$ cat config.mk
export PLATFORM = sky130hd
export DESIGN_NAME = gregorian_datetime_day_number
export DESIGN_NICKNAME = d
export VERILOG_FILES = /design/src/design/gdn_pkg.sv /design/src/design/gdn_pipe_ctrl.sv /design/src/design/gdn_date_unit.sv /design/src/design/gdn_gap_unit.sv /design/src/design/gregorian_datetime_day_number.sv
export SDC_FILE = /design/constraint.sdc
export NUM_CORES = 2
export LEC_CHECK = 0
export ABC_CLOCK_PERIOD_IN_PS = 11200
export BUFFER_PORTS_ARGS = -buffer_cell sky130_fd_sc_hd__buf_2
export CAP_MARGIN = 20
export CORE_UTILIZATION = 60
export DETAILED_ROUTE_END_ITERATION = 10
export PLACE_DENSITY = 0.77
export RECOVER_POWER = 100
export SLEW_MARGIN = 20
export SYNTH_ARGS = -nofsm -noshare
export SYNTH_HDL_FRONTEND = slang
export SYNTH_SLANG_ARGS = --single-unit
$ cat constraint.sdc
create_clock -name clk -period 11.2 [get_ports clk]
set_clock_uncertainty 0.1 [all_clocks]
set_input_delay 0 -clock clk [delete_from_list [all_inputs] [get_ports clk]]
set_output_delay 0 -clock clk [all_outputs]
set_load 0.1 [all_outputs]
$ cat src/design/gdn_pkg.sv
`timescale 1ns / 1ps
// ----------------------------------------------------------------------------
// gdn_pkg
// Shared widths, constants, month tables and pipeline control type for the
// Gregorian date-time day-number block.
// ----------------------------------------------------------------------------
package gdn_pkg;

	localparam int YEAR_W   = 14;
	localparam int MONTH_W  = 4;
	localparam int DAY_W    = 5;
	localparam int HOUR_W   = 5;
	localparam int MIN_W    = 6;
	localparam int SEC_W    = 6;
	localparam int JDN_W    = 23;
	localparam int SOD_W    = 17;
	localparam int WD_W     = 3;
	localparam int CENT_W   = 8;
	localparam int KTERM_W  = 13;
	localparam int MTERM_W  = 9;
	localparam int REM_W    = 12;

	localparam int NUM_STAGES = 10;

	// stage indexes into the load-enable vector
	localparam int ST_CENT   = 0;
	localparam int ST_LEAP   = 1;
	localparam int ST_YMUL   = 2;
	localparam int ST_JDN    = 3;
	localparam int ST_DIFF   = 4;
	localparam int ST_ABS    = 5;
	localparam int ST_HMUL   = 6;
	localparam int ST_HSPLIT = 7;
	localparam int ST_MMUL   = 8;
	localparam int ST_OUT    = 9;

	localparam int FIRST_YEAR    = 1582;
	localparam int YEAR_OFFSET   = 4716;
	localparam int YEAR_DAYS_X4  = 1461;
	localparam int JDN_BIAS      = 1522;	// 1524 less the constant 2 of the B term
	localparam int SECS_PER_DAY  = 86400;
	localparam int SECS_PER_HOUR = 3600;
	localparam int SECS_PER_MIN  = 60;

	// reciprocal multipliers: floor(x / d) = (x * R) >> S over the ranges used
	localparam int CENT_RECIP = 10486;
	localparam int CENT_SHIFT = 20;
	localparam int HOUR_RECIP = 37283;
	localparam int HOUR_SHIFT = 27;
	localparam int MIN_RECIP  = 4370;
	localparam int MIN_SHIFT  = 18;
	localparam int WEEK_RECIP = 9586981;
	localparam int WEEK_SHIFT = 26;

	typedef struct packed {
		logic [NUM_STAGES-1:0] en;
	} gdn_ctl_t;

	// days in month, February as a common year
	function automatic logic [DAY_W-1:0] month_len(input logic [MONTH_W-1:0] m);
		logic [DAY_W-1:0] r;
		case (m)
			4'd2:                      r = 5'd28;
			4'd4, 4'd6, 4'd9, 4'd11:   r = 5'd30;
			default:                   r = 5'd31;
		endcase
		return r;
	endfunction

	// floor(30.6001*(m'+1)), with January and February as months 13 and 14
	function automatic logic [MTERM_W-1:0] month_term(input logic [MONTH_W-1:0] m);
		logic [MTERM_W-1:0] r;
		case (m)
			4'd1:    r = 9'd428;
			4'd2:    r = 9'd459;
			4'd3:    r = 9'd122;
			4'd4:    r = 9'd153;
			4'd5:    r = 9'd183;
			4'd6:    r = 9'd214;
			4'd7:    r = 9'd244;
			4'd8:    r = 9'd275;
			4'd9:    r = 9'd306;
			4'd10:   r = 9'd336;
			4'd11:   r = 9'd367;
			4'd12:   r = 9'd397;
			default: r = 9'd0;
		endcase
		return r;
	endfunction

endpackage

$ cat src/design/gdn_pipe_ctrl.sv
`timescale 1ns / 1ps
// ----------------------------------------------------------------------------
// gdn_pipe_ctrl
// Valid bits and per-stage load enables; a stage loads when it is empty or
// its successor is loading, so bubbles close up during an output stall.
// ----------------------------------------------------------------------------
module gdn_pipe_ctrl (
	input  logic             clk,
	input  logic             arst_n,
	input  logic             in_valid,
	output logic             in_ready,
	output logic             out_valid,
	input  logic             out_ready,
	output gdn_pkg::gdn_ctl_t ctl
);

	logic [gdn_pkg::NUM_STAGES-1:0] vld_q;
	logic [gdn_pkg::NUM_STAGES-1:0] rdy;

	always_comb begin
		rdy[gdn_pkg::NUM_STAGES-1] = !vld_q[gdn_pkg::NUM_STAGES-1] || out_ready;
		for (int k = gdn_pkg::NUM_STAGES-2; k >= 0; k--) begin
			rdy[k] = !vld_q[k] || rdy[k+1];
		end
	end

	always_ff @(posedge clk or negedge arst_n) begin
		if (!arst_n) begin
			vld_q <= '0;
		end else begin
			if (rdy[0]) begin
				vld_q[0] <= in_valid;
			end
			for (int k = 1; k < gdn_pkg::NUM_STAGES; k++) begin
				if (rdy[k]) begin
					vld_q[k] <= vld_q[k-1];
				end
			end
		end
	end

	assign ctl.en    = rdy;
	assign in_ready  = rdy[0];
	assign out_valid = vld_q[gdn_pkg::NUM_STAGES-1];

endmodule

$ cat src/design/gdn_date_unit.sv
`timescale 1ns / 1ps
// ----------------------------------------------------------------------------
// gdn_date_unit
// Four-stage check and Julian day number of one date-time, plus its
// seconds since midnight.
// ----------------------------------------------------------------------------
module gdn_date_unit (
	input  logic                             clk,
	input  gdn_pkg::gdn_ctl_t                ctl,
	input  logic [gdn_pkg::YEAR_W-1:0]       year,
	input  logic [gdn_pkg::MONTH_W-1:0]      month,
	input  logic [gdn_pkg::DAY_W-1:0]        day,
	input  logic [gdn_pkg::HOUR_W-1:0]       hour,
	input  logic [gdn_pkg::MIN_W-1:0]        minute,
	input  logic [gdn_pkg::SEC_W-1:0]        second,
	output logic [gdn_pkg::JDN_W-1:0]        day_number,
	output logic [gdn_pkg::SOD_W-1:0]        seconds_of_day,
	output logic                             stamp_ok
);

	localparam int CPROD_W = gdn_pkg::YEAR_W + gdn_pkg::YEAR_W;
	localparam int YA_W    = gdn_pkg::YEAR_W + 1;
	localparam int YPROD_W = YA_W + 11;

	// stage 1: century by reciprocal, seconds of day, range checks
	logic [CPROD_W-1:0]          cent_prod;
	logic [gdn_pkg::SOD_W-1:0]   sod;
	logic                        base_ok;

	logic [gdn_pkg::YEAR_W-1:0]  year_s1;
	logic [gdn_pkg::MONTH_W-1:0] month_s1;
	logic [gdn_pkg::DAY_W-1:0]   day_s1;
	logic [gdn_pkg::CENT_W-1:0]  cent_s1;
	logic [gdn_pkg::SOD_W-1:0]   sod_s1;
	logic                        base_ok_s1;
	logic                        day_fits_s1;
	logic                        feb29_s1;

	assign cent_prod = CPROD_W'(year) * CPROD_W'(gdn_pkg::CENT_RECIP);
	assign sod = gdn_pkg::SOD_W'(hour) * gdn_pkg::SOD_W'(gdn_pkg::SECS_PER_HOUR)
		+ gdn_pkg::SOD_W'(minute) * gdn_pkg::SOD_W'(gdn_pkg::SECS_PER_MIN)
		+ gdn_pkg::SOD_W'(second);
	assign base_ok = (year >= gdn_pkg::YEAR_W'(gdn_pkg::FIRST_YEAR))
		&& (month >= 4'd1) && (month <= 4'd12) && (day != '0)
		&& (hour < 5'd24) && (minute < 6'd60) && (second < 6'd60);

	always_ff @(posedge clk) begin
		if (ctl.en[gdn_pkg::ST_CENT]) begin
			year_s1     <= year;
			month_s1    <= month;
			day_s1      <= day;
			cent_s1     <= cent_prod[gdn_pkg::CENT_SHIFT +: gdn_pkg::CENT_W];
			sod_s1      <= sod;
			base_ok_s1  <= base_ok;
			day_fits_s1 <= day <= gdn_pkg::month_len(month);
			feb29_s1    <= (month == 4'd2) && (day == 5'd29);
		end
	end

	// stage 2: leap year, January/February shift, small day-number terms
	logic [gdn_pkg::YEAR_W-1:0]  rem_full;
	logic                        rem_zero;
	logic                        leap;
	logic                        early;
	logic [gdn_pkg::YEAR_W-1:0]  yadj;
	logic [gdn_pkg::CENT_W-1:0]  cadj;
	logic [gdn_pkg::KTERM_W-1:0] kterm;

	logic [YA_W-1:0]             ya_s2;
	logic [gdn_pkg::KTERM_W-1:0] kterm_s2;
	logic [gdn_pkg::SOD_W-1:0]   sod_s2;
	logic                        ok_s2;

	assign rem_full = year_s1 - gdn_pkg::YEAR_W'(cent_s1) * gdn_pkg::YEAR_W'(100);
	assign rem_zero = (rem_full == '0);
	assign leap     = ((year_s1[1:0] == 2'd0) && !rem_zero)
		|| (rem_zero && (cent_s1[1:0] == 2'd0));
	assign early    = (month_s1 <= 4'd2);
	assign yadj     = year_s1 - gdn_pkg::YEAR_W'(early);
	// year-1 drops a century only when year is a multiple of 100
	assign cadj     = (early && rem_zero) ? cent_s1 - 8'd1 : cent_s1;
	assign kterm    = gdn_pkg::KTERM_W'(gdn_pkg::month_term(month_s1))
		+ gdn_pkg::KTERM_W'(day_s1)
		+ gdn_pkg::KTERM_W'(cadj >> 2)
		- gdn_pkg::KTERM_W'(cadj)
		- gdn_pkg::KTERM_W'(gdn_pkg::JDN_BIAS);

	always_ff @(posedge clk) begin
		if (ctl.en[gdn_pkg::ST_LEAP]) begin
			ya_s2    <= YA_W'(yadj) + YA_W'(gdn_pkg::YEAR_OFFSET);
			kterm_s2 <= kterm;
			sod_s2   <= sod_s1;
			ok_s2    <= base_ok_s1 && (day_fits_s1 || (feb29_s1 && leap));
		end
	end

	// stage 3: year term product
	logic [YPROD_W-1:0]          yprod_s3;
	logic [gdn_pkg::KTERM_W-1:0] kterm_s3;
	logic [gdn_pkg::SOD_W-1:0]   sod_s3;
	logic                        ok_s3;

	always_ff @(posedge clk) begin
		if (ctl.en[gdn_pkg::ST_YMUL]) begin
			yprod_s3 <= YPROD_W'(ya_s2) * YPROD_W'(gdn_pkg::YEAR_DAYS_X4);
			kterm_s3 <= kterm_s2;
			sod_s3   <= sod_s2;
			ok_s3    <= ok_s2;
		end
	end

	// stage 4: day number
	logic [gdn_pkg::JDN_W-1:0] jdn_s4;
	logic [gdn_pkg::SOD_W-1:0] sod_s4;
	logic                      ok_s4;

	always_ff @(posedge clk) begin
		if (ctl.en[gdn_pkg::ST_JDN]) begin
			jdn_s4 <= yprod_s3[gdn_pkg::JDN_W+1:2]
				+ {{(gdn_pkg::JDN_W-gdn_pkg::KTERM_W){kterm_s3[gdn_pkg::KTERM_W-1]}},
					kterm_s3};
			sod_s4 <= sod_s3;
			ok_s4  <= ok_s3;
		end
	end

	assign day_number     = jdn_s4;
	assign seconds_of_day = sod_s4;
	assign stamp_ok       = ok_s4;

endmodule

$ cat src/design/gdn_gap_unit.sv
`timescale 1ns / 1ps
// ----------------------------------------------------------------------------
// gdn_gap_unit
// Six-stage weekday and absolute difference split into days, hours,
// minutes and seconds; the last stage is the output register.
// ----------------------------------------------------------------------------
module gdn_gap_unit (
	input  logic                        clk,
	input  gdn_pkg::gdn_ctl_t           ctl,
	input  logic [gdn_pkg::JDN_W-1:0]   first_jdn,
	input  logic [gdn_pkg::SOD_W-1:0]   first_sod,
	input  logic                        first_ok,
	input  logic [gdn_pkg::JDN_W-1:0]   other_jdn,
	input  logic [gdn_pkg::SOD_W-1:0]   other_sod,
	input  logic                        other_ok,
	output logic                        both_valid,
	output logic [gdn_pkg::JDN_W-1:0]   first_day_number,
	output logic [gdn_pkg::SOD_W-1:0]   first_seconds_of_day,
	output logic [gdn_pkg::WD_W-1:0]    weekday,
	output logic [gdn_pkg::JDN_W-1:0]   gap_days,
	output logic [gdn_pkg::HOUR_W-1:0]  gap_hours,
	output logic [gdn_pkg::MIN_W-1:0]   gap_minutes,
	output logic [gdn_pkg::SEC_W-1:0]   gap_seconds
);

	localparam int DJ_W    = gdn_pkg::JDN_W + 1;
	localparam int DS_W    = gdn_pkg::SOD_W + 1;
	localparam int WPROD_W = gdn_pkg::JDN_W + 24;
	localparam int HPROD_W = gdn_pkg::SOD_W + 16;
	localparam int MPROD_W = gdn_pkg::REM_W + 13;

	// stage 5: signed differences, weekday quotient
	logic [WPROD_W-1:0]        wprod;
	logic [DJ_W-1:0]           dj_s5;
	logic [DS_W-1:0]           ds_s5;
	logic [2:0]                q_s5;
	logic [gdn_pkg::JDN_W-1:0] jdn_s5;
	logic [gdn_pkg::SOD_W-1:0] sod_s5;
	logic                      ok_s5;

	assign wprod = WPROD_W'(first_jdn) * WPROD_W'(gdn_pkg::WEEK_RECIP);

	always_ff @(posedge clk) begin
		if (ctl.en[gdn_pkg::ST_DIFF]) begin
			dj_s5  <= {1'b0, first_jdn} - {1'b0, other_jdn};
			ds_s5  <= {1'b0, first_sod} - {1'b0, other_sod};
			q_s5   <= wprod[gdn_pkg::WEEK_SHIFT +: 3];
			jdn_s5 <= first_jdn;
			sod_s5 <= first_sod;
			ok_s5  <= first_ok && other_ok;
		end
	end

	// stage 6: absolute value with a borrow of one day when the seconds go negative
	logic                       neg;
	logic                       ds_neg;
	logic                       ds_pos;
	logic [DJ_W-1:0]            pos_days;
	logic [DJ_W-1:0]            neg_days;
	logic [DS_W-1:0]            pos_secs;
	logic [DS_W-1:0]            neg_secs;

	logic [gdn_pkg::JDN_W-1:0]  days_s6;
	logic [gdn_pkg::SOD_W-1:0]  secs_s6;
	logic [gdn_pkg::WD_W-1:0]   wd_s6;
	logic [gdn_pkg::JDN_W-1:0]  jdn_s6;
	logic [gdn_pkg::SOD_W-1:0]  sod_s6;
	logic                       ok_s6;

	assign ds_neg   = ds_s5[DS_W-1];
	assign ds_pos   = !ds_neg && (ds_s5 != '0);
	assign neg      = dj_s5[DJ_W-1] || ((dj_s5 == '0) && ds_neg);
	assign pos_days = dj_s5 - DJ_W'(ds_neg);
	assign neg_days = -dj_s5 - DJ_W'(ds_pos);
	assign pos_secs = ds_neg ? ds_s5 + DS_W'(gdn_pkg::SECS_PER_DAY) : ds_s5;
	assign neg_secs = ds_pos ? DS_W'(gdn_pkg::SECS_PER_DAY) - ds_s5 : -ds_s5;

	always_ff @(posedge clk) begin
		if (ctl.en[gdn_pkg::ST_ABS]) begin
			days_s6 <= gdn_pkg::JDN_W'(neg ? neg_days : pos_days);
			secs_s6 <= gdn_pkg::SOD_W'(neg ? neg_secs : pos_secs);
			wd_s6   <= 3'(jdn_s5[2:0] + 3'd1 - 3'(q_s5 * 3'd7));
			jdn_s6  <= jdn_s5;
			sod_s6  <= sod_s5;
			ok_s6   <= ok_s5;
		end
	end

	// stage 7: hours by reciprocal
	logic [HPROD_W-1:0]         hprod_s7;
	logic [gdn_pkg::SOD_W-1:0]  secs_s7;
	logic [gdn_pkg::JDN_W-1:0]  days_s7;
	logic [gdn_pkg::WD_W-1:0]   wd_s7;
	logic [gdn_pkg::JDN_W-1:0]  jdn_s7;
	logic [gdn_pkg::SOD_W-1:0]  sod_s7;
	logic                       ok_s7;

	always_ff @(posedge clk) begin
		if (ctl.en[gdn_pkg::ST_HMUL]) begin
			hprod_s7 <= HPROD_W'(secs_s6) * HPROD_W'(gdn_pkg::HOUR_RECIP);
			secs_s7  <= secs_s6;
			days_s7  <= days_s6;
			wd_s7    <= wd_s6;
			jdn_s7   <= jdn_s6;
			sod_s7   <= sod_s6;
			ok_s7    <= ok_s6;
		end
	end

	// stage 8: remainder within the hour
	logic [gdn_pkg::HOUR_W-1:0] hrs;
	logic [gdn_pkg::HOUR_W-1:0] hrs_s8;
	logic [gdn_pkg::REM_W-1:0]  r2_s8;
	logic [gdn_pkg::JDN_W-1:0]  days_s8;
	logic [gdn_pkg::WD_W-1:0]   wd_s8;
	logic [gdn_pkg::JDN_W-1:0]  jdn_s8;
	logic [gdn_pkg::SOD_W-1:0]  sod_s8;
	logic                       ok_s8;

	assign hrs = hprod_s7[gdn_pkg::HOUR_SHIFT +: gdn_pkg::HOUR_W];

	always_ff @(posedge clk) begin
		if (ctl.en[gdn_pkg::ST_HSPLIT]) begin
			hrs_s8  <= hrs;
			r2_s8   <= gdn_pkg::REM_W'(secs_s7
				- gdn_pkg::SOD_W'(hrs) * gdn_pkg::SOD_W'(gdn_pkg::SECS_PER_HOUR));
			days_s8 <= days_s7;
			wd_s8   <= wd_s7;
			jdn_s8  <= jdn_s7;
			sod_s8  <= sod_s7;
			ok_s8   <= ok_s7;
		end
	end

	// stage 9: minutes by reciprocal
	logic [MPROD_W-1:0]         mprod_s9;
	logic [gdn_pkg::REM_W-1:0]  r2_s9;
	logic [gdn_pkg::HOUR_W-1:0] hrs_s9;
	logic [gdn_pkg::JDN_W-1:0]  days_s9;
	logic [gdn_pkg::WD_W-1:0]   wd_s9;
	logic [gdn_pkg::JDN_W-1:0]  jdn_s9;
	logic [gdn_pkg::SOD_W-1:0]  sod_s9;
	logic                       ok_s9;

	always_ff @(posedge clk) begin
		if (ctl.en[gdn_pkg::ST_MMUL]) begin
			mprod_s9 <= MPROD_W'(r2_s8) * MPROD_W'(gdn_pkg::MIN_RECIP);
			r2_s9    <= r2_s8;
			hrs_s9   <= hrs_s8;
			days_s9  <= days_s8;
			wd_s9    <= wd_s8;
			jdn_s9   <= jdn_s8;
			sod_s9   <= sod_s8;
			ok_s9    <= ok_s8;
		end
	end

	// stage 10: seconds, zeroing of an invalid pair, output register
	logic [gdn_pkg::MIN_W-1:0] mins;
	logic [gdn_pkg::SEC_W-1:0] secs;

	logic                       both_valid_s10;
	logic [gdn_pkg::JDN_W-1:0]  jdn_s10;
	logic [gdn_pkg::SOD_W-1:0]  sod_s10;
	logic [gdn_pkg::WD_W-1:0]   wd_s10;
	logic [gdn_pkg::JDN_W-1:0]  days_s10;
	logic [gdn_pkg::HOUR_W-1:0] hrs_s10;
	logic [gdn_pkg::MIN_W-1:0]  mins_s10;
	logic [gdn_pkg::SEC_W-1:0]  secs_s10;

	assign mins = mprod_s9[gdn_pkg::MIN_SHIFT +: gdn_pkg::MIN_W];
	assign secs = gdn_pkg::SEC_W'(r2_s9
		- gdn_pkg::REM_W'(mins) * gdn_pkg::REM_W'(gdn_pkg::SECS_PER_MIN));

	always_ff @(posedge clk) begin
		if (ctl.en[gdn_pkg::ST_OUT]) begin
			both_valid_s10 <= ok_s9;
			jdn_s10        <= ok_s9 ? jdn_s9  : '0;
			sod_s10        <= ok_s9 ? sod_s9  : '0;
			wd_s10         <= ok_s9 ? wd_s9   : '0;
			days_s10       <= ok_s9 ? days_s9 : '0;
			hrs_s10        <= ok_s9 ? hrs_s9  : '0;
			mins_s10       <= ok_s9 ? mins    : '0;
			secs_s10       <= ok_s9 ? secs    : '0;
		end
	end

	assign both_valid           = both_valid_s10;
	assign first_day_number     = jdn_s10;
	assign first_seconds_of_day = sod_s10;
	assign weekday              = wd_s10;
	assign gap_days             = days_s10;
	assign gap_hours            = hrs_s10;
	assign gap_minutes          = mins_s10;
	assign gap_seconds          = secs_s10;

endmodule

$ cat src/design/gregorian_datetime_day_number.sv
`timescale 1ns / 1ps
// Throughput: one transaction per cycle while the output is not stalled; every stage
// is a single register step and the day number, weekday and time split use constant
// multipliers only. Reset (arst_n low, asynchronous) clears the stage valid bits;
// payload registers are not reset. A stalled output holds its result while earlier
// stages keep filling.
// ----------------------------------------------------------------------------
// gregorian_datetime_day_number
// Validates two Gregorian date-times, gives the Julian day number, seconds of
// day and weekday of the first, and the absolute gap between the two.
// ----------------------------------------------------------------------------
module gregorian_datetime_day_number (
	input  logic                            clk,
	input  logic                            arst_n,
	// input channel
	input  logic                            in_valid,
	output logic                            in_ready,
	input  logic [gdn_pkg::YEAR_W-1:0]      first_year,
	input  logic [gdn_pkg::MONTH_W-1:0]     first_month,
	input  logic [gdn_pkg::DAY_W-1:0]       first_day,
	input  logic [gdn_pkg::HOUR_W-1:0]      first_hour,
	input  logic [gdn_pkg::MIN_W-1:0]       first_minute,
	input  logic [gdn_pkg::SEC_W-1:0]       first_second,
	input  logic [gdn_pkg::YEAR_W-1:0]      other_year,
	input  logic [gdn_pkg::MONTH_W-1:0]     other_month,
	input  logic [gdn_pkg::DAY_W-1:0]       other_day,
	input  logic [gdn_pkg::HOUR_W-1:0]      other_hour,
	input  logic [gdn_pkg::MIN_W-1:0]       other_minute,
	input  logic [gdn_pkg::SEC_W-1:0]       other_second,
	// output channel
	output logic                            out_valid,
	input  logic                            out_ready,
	output logic                            both_valid,
	output logic [gdn_pkg::JDN_W-1:0]       first_day_number,
	output logic [gdn_pkg::SOD_W-1:0]       first_seconds_of_day,
	output logic [gdn_pkg::WD_W-1:0]        weekday,
	output logic [gdn_pkg::JDN_W-1:0]       gap_days,
	output logic [gdn_pkg::HOUR_W-1:0]      gap_hours,
	output logic [gdn_pkg::MIN_W-1:0]       gap_minutes,
	output logic [gdn_pkg::SEC_W-1:0]       gap_seconds
);

	// Stage plan
	//   1  century of the year (x/100 by reciprocal), seconds of day, range checks
	//   2  leap year, Jan/Feb folded into the previous year, small day-number terms
	//   3  1461*(y+4716) product
	//   4  Julian day number
	//   5  signed day and second differences, weekday quotient (x/7 by reciprocal)
	//   6  absolute gap with a one-day borrow when the seconds part goes negative
	//   7  hour quotient product
	//   8  hours and remainder within the hour
	//   9  minute quotient product
	//   10 minutes and seconds, invalid pairs forced to zero; output register
	// Stages 1-4 run twice in parallel, once per date-time.

	gdn_pkg::gdn_ctl_t ctl;

	logic [gdn_pkg::JDN_W-1:0] first_jdn;
	logic [gdn_pkg::SOD_W-1:0] first_sod;
	logic                      first_ok;
	logic [gdn_pkg::JDN_W-1:0] other_jdn;
	logic [gdn_pkg::SOD_W-1:0] other_sod;
	logic                      other_ok;

	// handshake and stage enables; ready ripples back so bubbles are squeezed out
	gdn_pipe_ctrl u_ctrl (
		.clk       (clk),
		.arst_n    (arst_n),
		.in_valid  (in_valid),
		.in_ready  (in_ready),
		.out_valid (out_valid),
		.out_ready (out_ready),
		.ctl       (ctl)
	);

	gdn_date_unit u_first (
		.clk            (clk),
		.ctl            (ctl),
		.year           (first_year),
		.month          (first_month),
		.day            (first_day),
		.hour           (first_hour),
		.minute         (first_minute),
		.second         (first_second),
		.day_number     (first_jdn),
		.seconds_of_day (first_sod),
		.stamp_ok       (first_ok)
	);

	gdn_date_unit u_other (
		.clk            (clk),
		.ctl            (ctl),
		.year           (other_year),
		.month          (other_month),
		.day            (other_day),
		.hour           (other_hour),
		.minute         (other_minute),
		.second         (other_second),
		.day_number     (other_jdn),
		.seconds_of_day (other_sod),
		.stamp_ok       (other_ok)
	);

	// difference, weekday and the final output register
	gdn_gap_unit u_gap (
		.clk                  (clk),
		.ctl                  (ctl),
		.first_jdn            (first_jdn),
		.first_sod            (first_sod),
		.first_ok             (first_ok),
		.other_jdn            (other_jdn),
		.other_sod            (other_sod),
		.other_ok             (other_ok),
		.both_valid           (both_valid),
		.first_day_number     (first_day_number),
		.first_seconds_of_day (first_seconds_of_day),
		.weekday              (weekday),
		.gap_days             (gap_days),
		.gap_hours            (gap_hours),
		.gap_minutes          (gap_minutes),
		.gap_seconds          (gap_seconds)
	);

endmodule

==> metrics.cfg <==
[setup_path]
crit_slowest_cell = clkbuf_1
crit_fanout = 51
arrival_ns = 9.49
critical_path.cell_chain = nand2b_1, nor2_1, clkinvlp_2, nor2_1, and2_0, nand4_1, clkbuf_1, or2_4, clkbuf_1, mux2i_1, nor2_1, or3_1, o21ai_0
worst_r2r_path_depth = 13
r2r_slack_ns = 2.17
crit_top_cell = nor2_1
path_delay_family = buffers and inverters
startpoint_type = register
cpPeakStageDelay_ns = 1.97
end_kind = register
crit_cells = 13
worstPathRequired_ns = 11.66
worst-path-buf-inv = 3
crit_type = reg -> reg

[routing]
ant_nets = 0
dr.pass1.iters = 5
vias = 39200
drtIter0Drc = 2219
post_drt_wl_per_cell_um = 17.4
avgViaCountPerCell = 5.44
finalWirelength_um = 125000
drc = 0

[status]
status = complete, but fails checks
violations = capacitance limit, slew limit

[yosys]
syn_area_per_cell_sq_um = 12.3
async_reset_ff_frac = 0.0109
synth_fp_nets = 6968
synth_edf_count = 890
netlist_area_sq_um = 65800
ys_seq_area_frac = 0.415
synthDistinctLibCells = 86
syn-instance-count = 5343
post-synth-top-area-fraction = 0.406
synthTopCellsByArea = edfxtp_1 41%, ha_1 21%, fa_1 13%, inv_1 5.3%, xnor2_1 3.9%
yosysTopAreaCell = edfxtp_1
synth_flop_cell = edfxtp_1
ys_seq_elements = 918
yosysWarnings = 0

[cts]
cts_sinks = 918
cts_resized = 0
cts_tree = built
hold_buffers = 107
numCtsBuffers = 95
clkLatencyLatePin_ns = 0.69
cts_max_level = 3
cts_setup_buffers = 0
cts_buffer_depth = 3
cts_root_buf = clkbuf_16
clk_pin_slew_worst_paths_ns = 0.06

[die]
start_util = 0.605
dieArea_sq_um = 111000
rows = 121
io_pins = 170
fp.coreArea_sq_um = 109000
die_h_um = 333
die_w_um = 333

[sta]
period_needed_ns = 9.03
finalHoldViolCount = 0
slew_headroom = -1.99
fin_crit_sh = 0.806
worst_pin_slew_ns = 4.49
finalSetupViolations = 0
report.final.slew_viol_count = 924
fmax_ghz = 0.111
rsz0062_at_grt = no
tns_ns = 0

[placement]
place_hpwl_um = 96000
gp_congestion = 0.879
io_buffers = 169
placed_area_sq_um = 68400

[global_route]
overflow = 0
antenna_found_initial = 4
grt_pass1_vias = 40800
grt.total_usage = 0.233
grt_pass1_wl_um = 207000
grt_max_degree = 76

[cells_and_area]
drive_above_1_share = 0.0384
finalNetCount = 7324
final_util = 0.664
area_growth_pct = 9.91
postLayoutCellArea_sq_um = 72300

[min_path]
hold_path_class = in -> reg
holdPathStages = 5

[run]
maxCapViolCount = 18

-- flip-flops by register name (all words and copies together) (netlist names), 18 cells and up, named ones only --
signal and cells:
u_first.day_number 23, u_first.yprod_s3 23, u_gap.days_s6 23, u_gap.days_s7 23
u_gap.days_s8 23, u_gap.days_s9 23, u_gap.dj_s5 24, u_gap.ds_s5 18
u_gap.first_day_number 23, u_gap.gap_days 23, u_gap.jdn_s5 23, u_gap.jdn_s6 23
u_gap.jdn_s7 23, u_gap.jdn_s8 23, u_gap.jdn_s9 23, u_other.day_number 23
u_other.yprod_s3 23
-- cells in the final DEF, fill, tap and decap left out, types with 47 or more instances in the layout --
| cell | count |
|---|---|
| a21o_1 | 83 |
| a21oi_1 | 229 |
| and2_0 | 50 |
| clkbuf_1 | 162 |
| clkbuf_16 | 97 |
| dlygate4sd3_1 | 107 |
| edfxtp_1 | 890 |
| fa_1 | 438 |
| ha_1 | 1103 |
| inv_1 | 920 |
| nand2_1 | 144 |
| nand2b_1 | 47 |
| nand3_1 | 57 |
| nor2_1 | 215 |
| nor2b_1 | 52 |
| nor3_1 | 67 |
| o21ai_0 | 145 |
| xnor2_1 | 290 |
| xor2_1 | 90 |
-- synthesized netlist by cell type, drive strengths merged (10+ instances only) --
| master | number |
|---|---|
| nor3 | 68 |
| or3 | 11 |
| o21a | 38 |
| a21oi | 229 |
| a21o | 83 |
| o21bai | 45 |
| nor4 | 15 |
| fa | 438 |
| nor2 | 215 |
| nand4 | 24 |
| xor2 | 90 |
| o31ai | 21 |
| nand2 | 144 |
| and2 | 94 |
| inv | 923 |
| nand3 | 57 |
| dfrtp | 10 |
| nor2b | 52 |
| dfxtp | 18 |
| a31oi | 23 |
| nand2b | 47 |
| ha | 1103 |
| o21ai | 146 |
| a211oi | 20 |
| clkbuf | 22 |
| nor3b | 14 |
| a21boi | 14 |
| xnor2 | 290 |
| edfxtp | 890 |
| or2 | 15 |
| and3 | 19 |
| o211ai | 12 |
| mux2i | 14 |
-- path summary, 6_finish.rpt --
| kind | start | to |
|---|---|---|
| min | other_hour[3] | u_other.sod_s1[8]$_DFFE_PP_ |
| max in group asynchronous | arst_n | u_ctrl.vld_q[9]$_DFFE_PN0P_ |
| min reg2reg | u_gap.jdn_s5[14]$_DFFE_PP_ | u_gap.jdn_s6[14]$_DFFE_PP_ |
| max reg2reg | u_ctrl.vld_q[9]$_DFFE_PN0P_ | register |
| min in group asynchronous | arst_n | u_ctrl.vld_q[7]$_DFFE_PN0P_ |
| max | u_ctrl.vld_q[9]$_DFFE_PN0P_ | register |
-- layer usage --
metal,vias to the layer above,global-route usage,wire length [um]
li1,19200,-,-
met1,19000,0.316,56400
met2,786,0.396,60400
met3,165,0.0290,5410
met4,0,0.0642,2950
met5,-,0,0
-- through the flow --
stage	setup WS [ns]	hold WS, ns	cells
after global placement	3.07	-0.200	6909
final	2.17	0.0591	7199
after CTS	3.01	0.00880	7195
after floorplan	2.14	-0.396	5343
after global routing	1.19	0.0865	7198
after detailed placement	2.99	-0.200	6909
-- cell families (layout without fill, tap and decap cells) --
family                   count (synthesis)  count (layout)  share of synthesized area
XOR/XNOR                               380             380                     0.0506
AO/OA/AOI/OAI                          731             731                     0.0717
other                                    0               4                          0
AND/OR/NAND/NOR                        801             801                     0.0617
buffers and inverters                  954            1392                     0.0547
multiplexers                            18              18                    0.00287
flip-flops                             918             918                      0.415
adder cells (fa/ha/maj)               1541            1541                      0.343
-- worst min-delay path, cell delays in order --
cell and delay, ns:
buf_2 0.21, ha_1 0.18, ha_1 0.15, a21oi_1 0.06, xnor2_1 0.12
-- area by class of cell --
class | instances | area (sq um)
inverters | 923 | 3470
repair buffers | 290 | 1800
flip-flops and latches | 918 | 27300
well taps | 1414 | 1770
diodes | 4 | 10.0
clock buffers | 113 | 2520
multi-input cells | 3471 | 34800
clock inverters | 66 | 632
fillers | 7968 | 36500
Power is left out: the tool's default activity adds up to more than one toggle a clock period on the data nets, which glitch-free logic cannot reach.
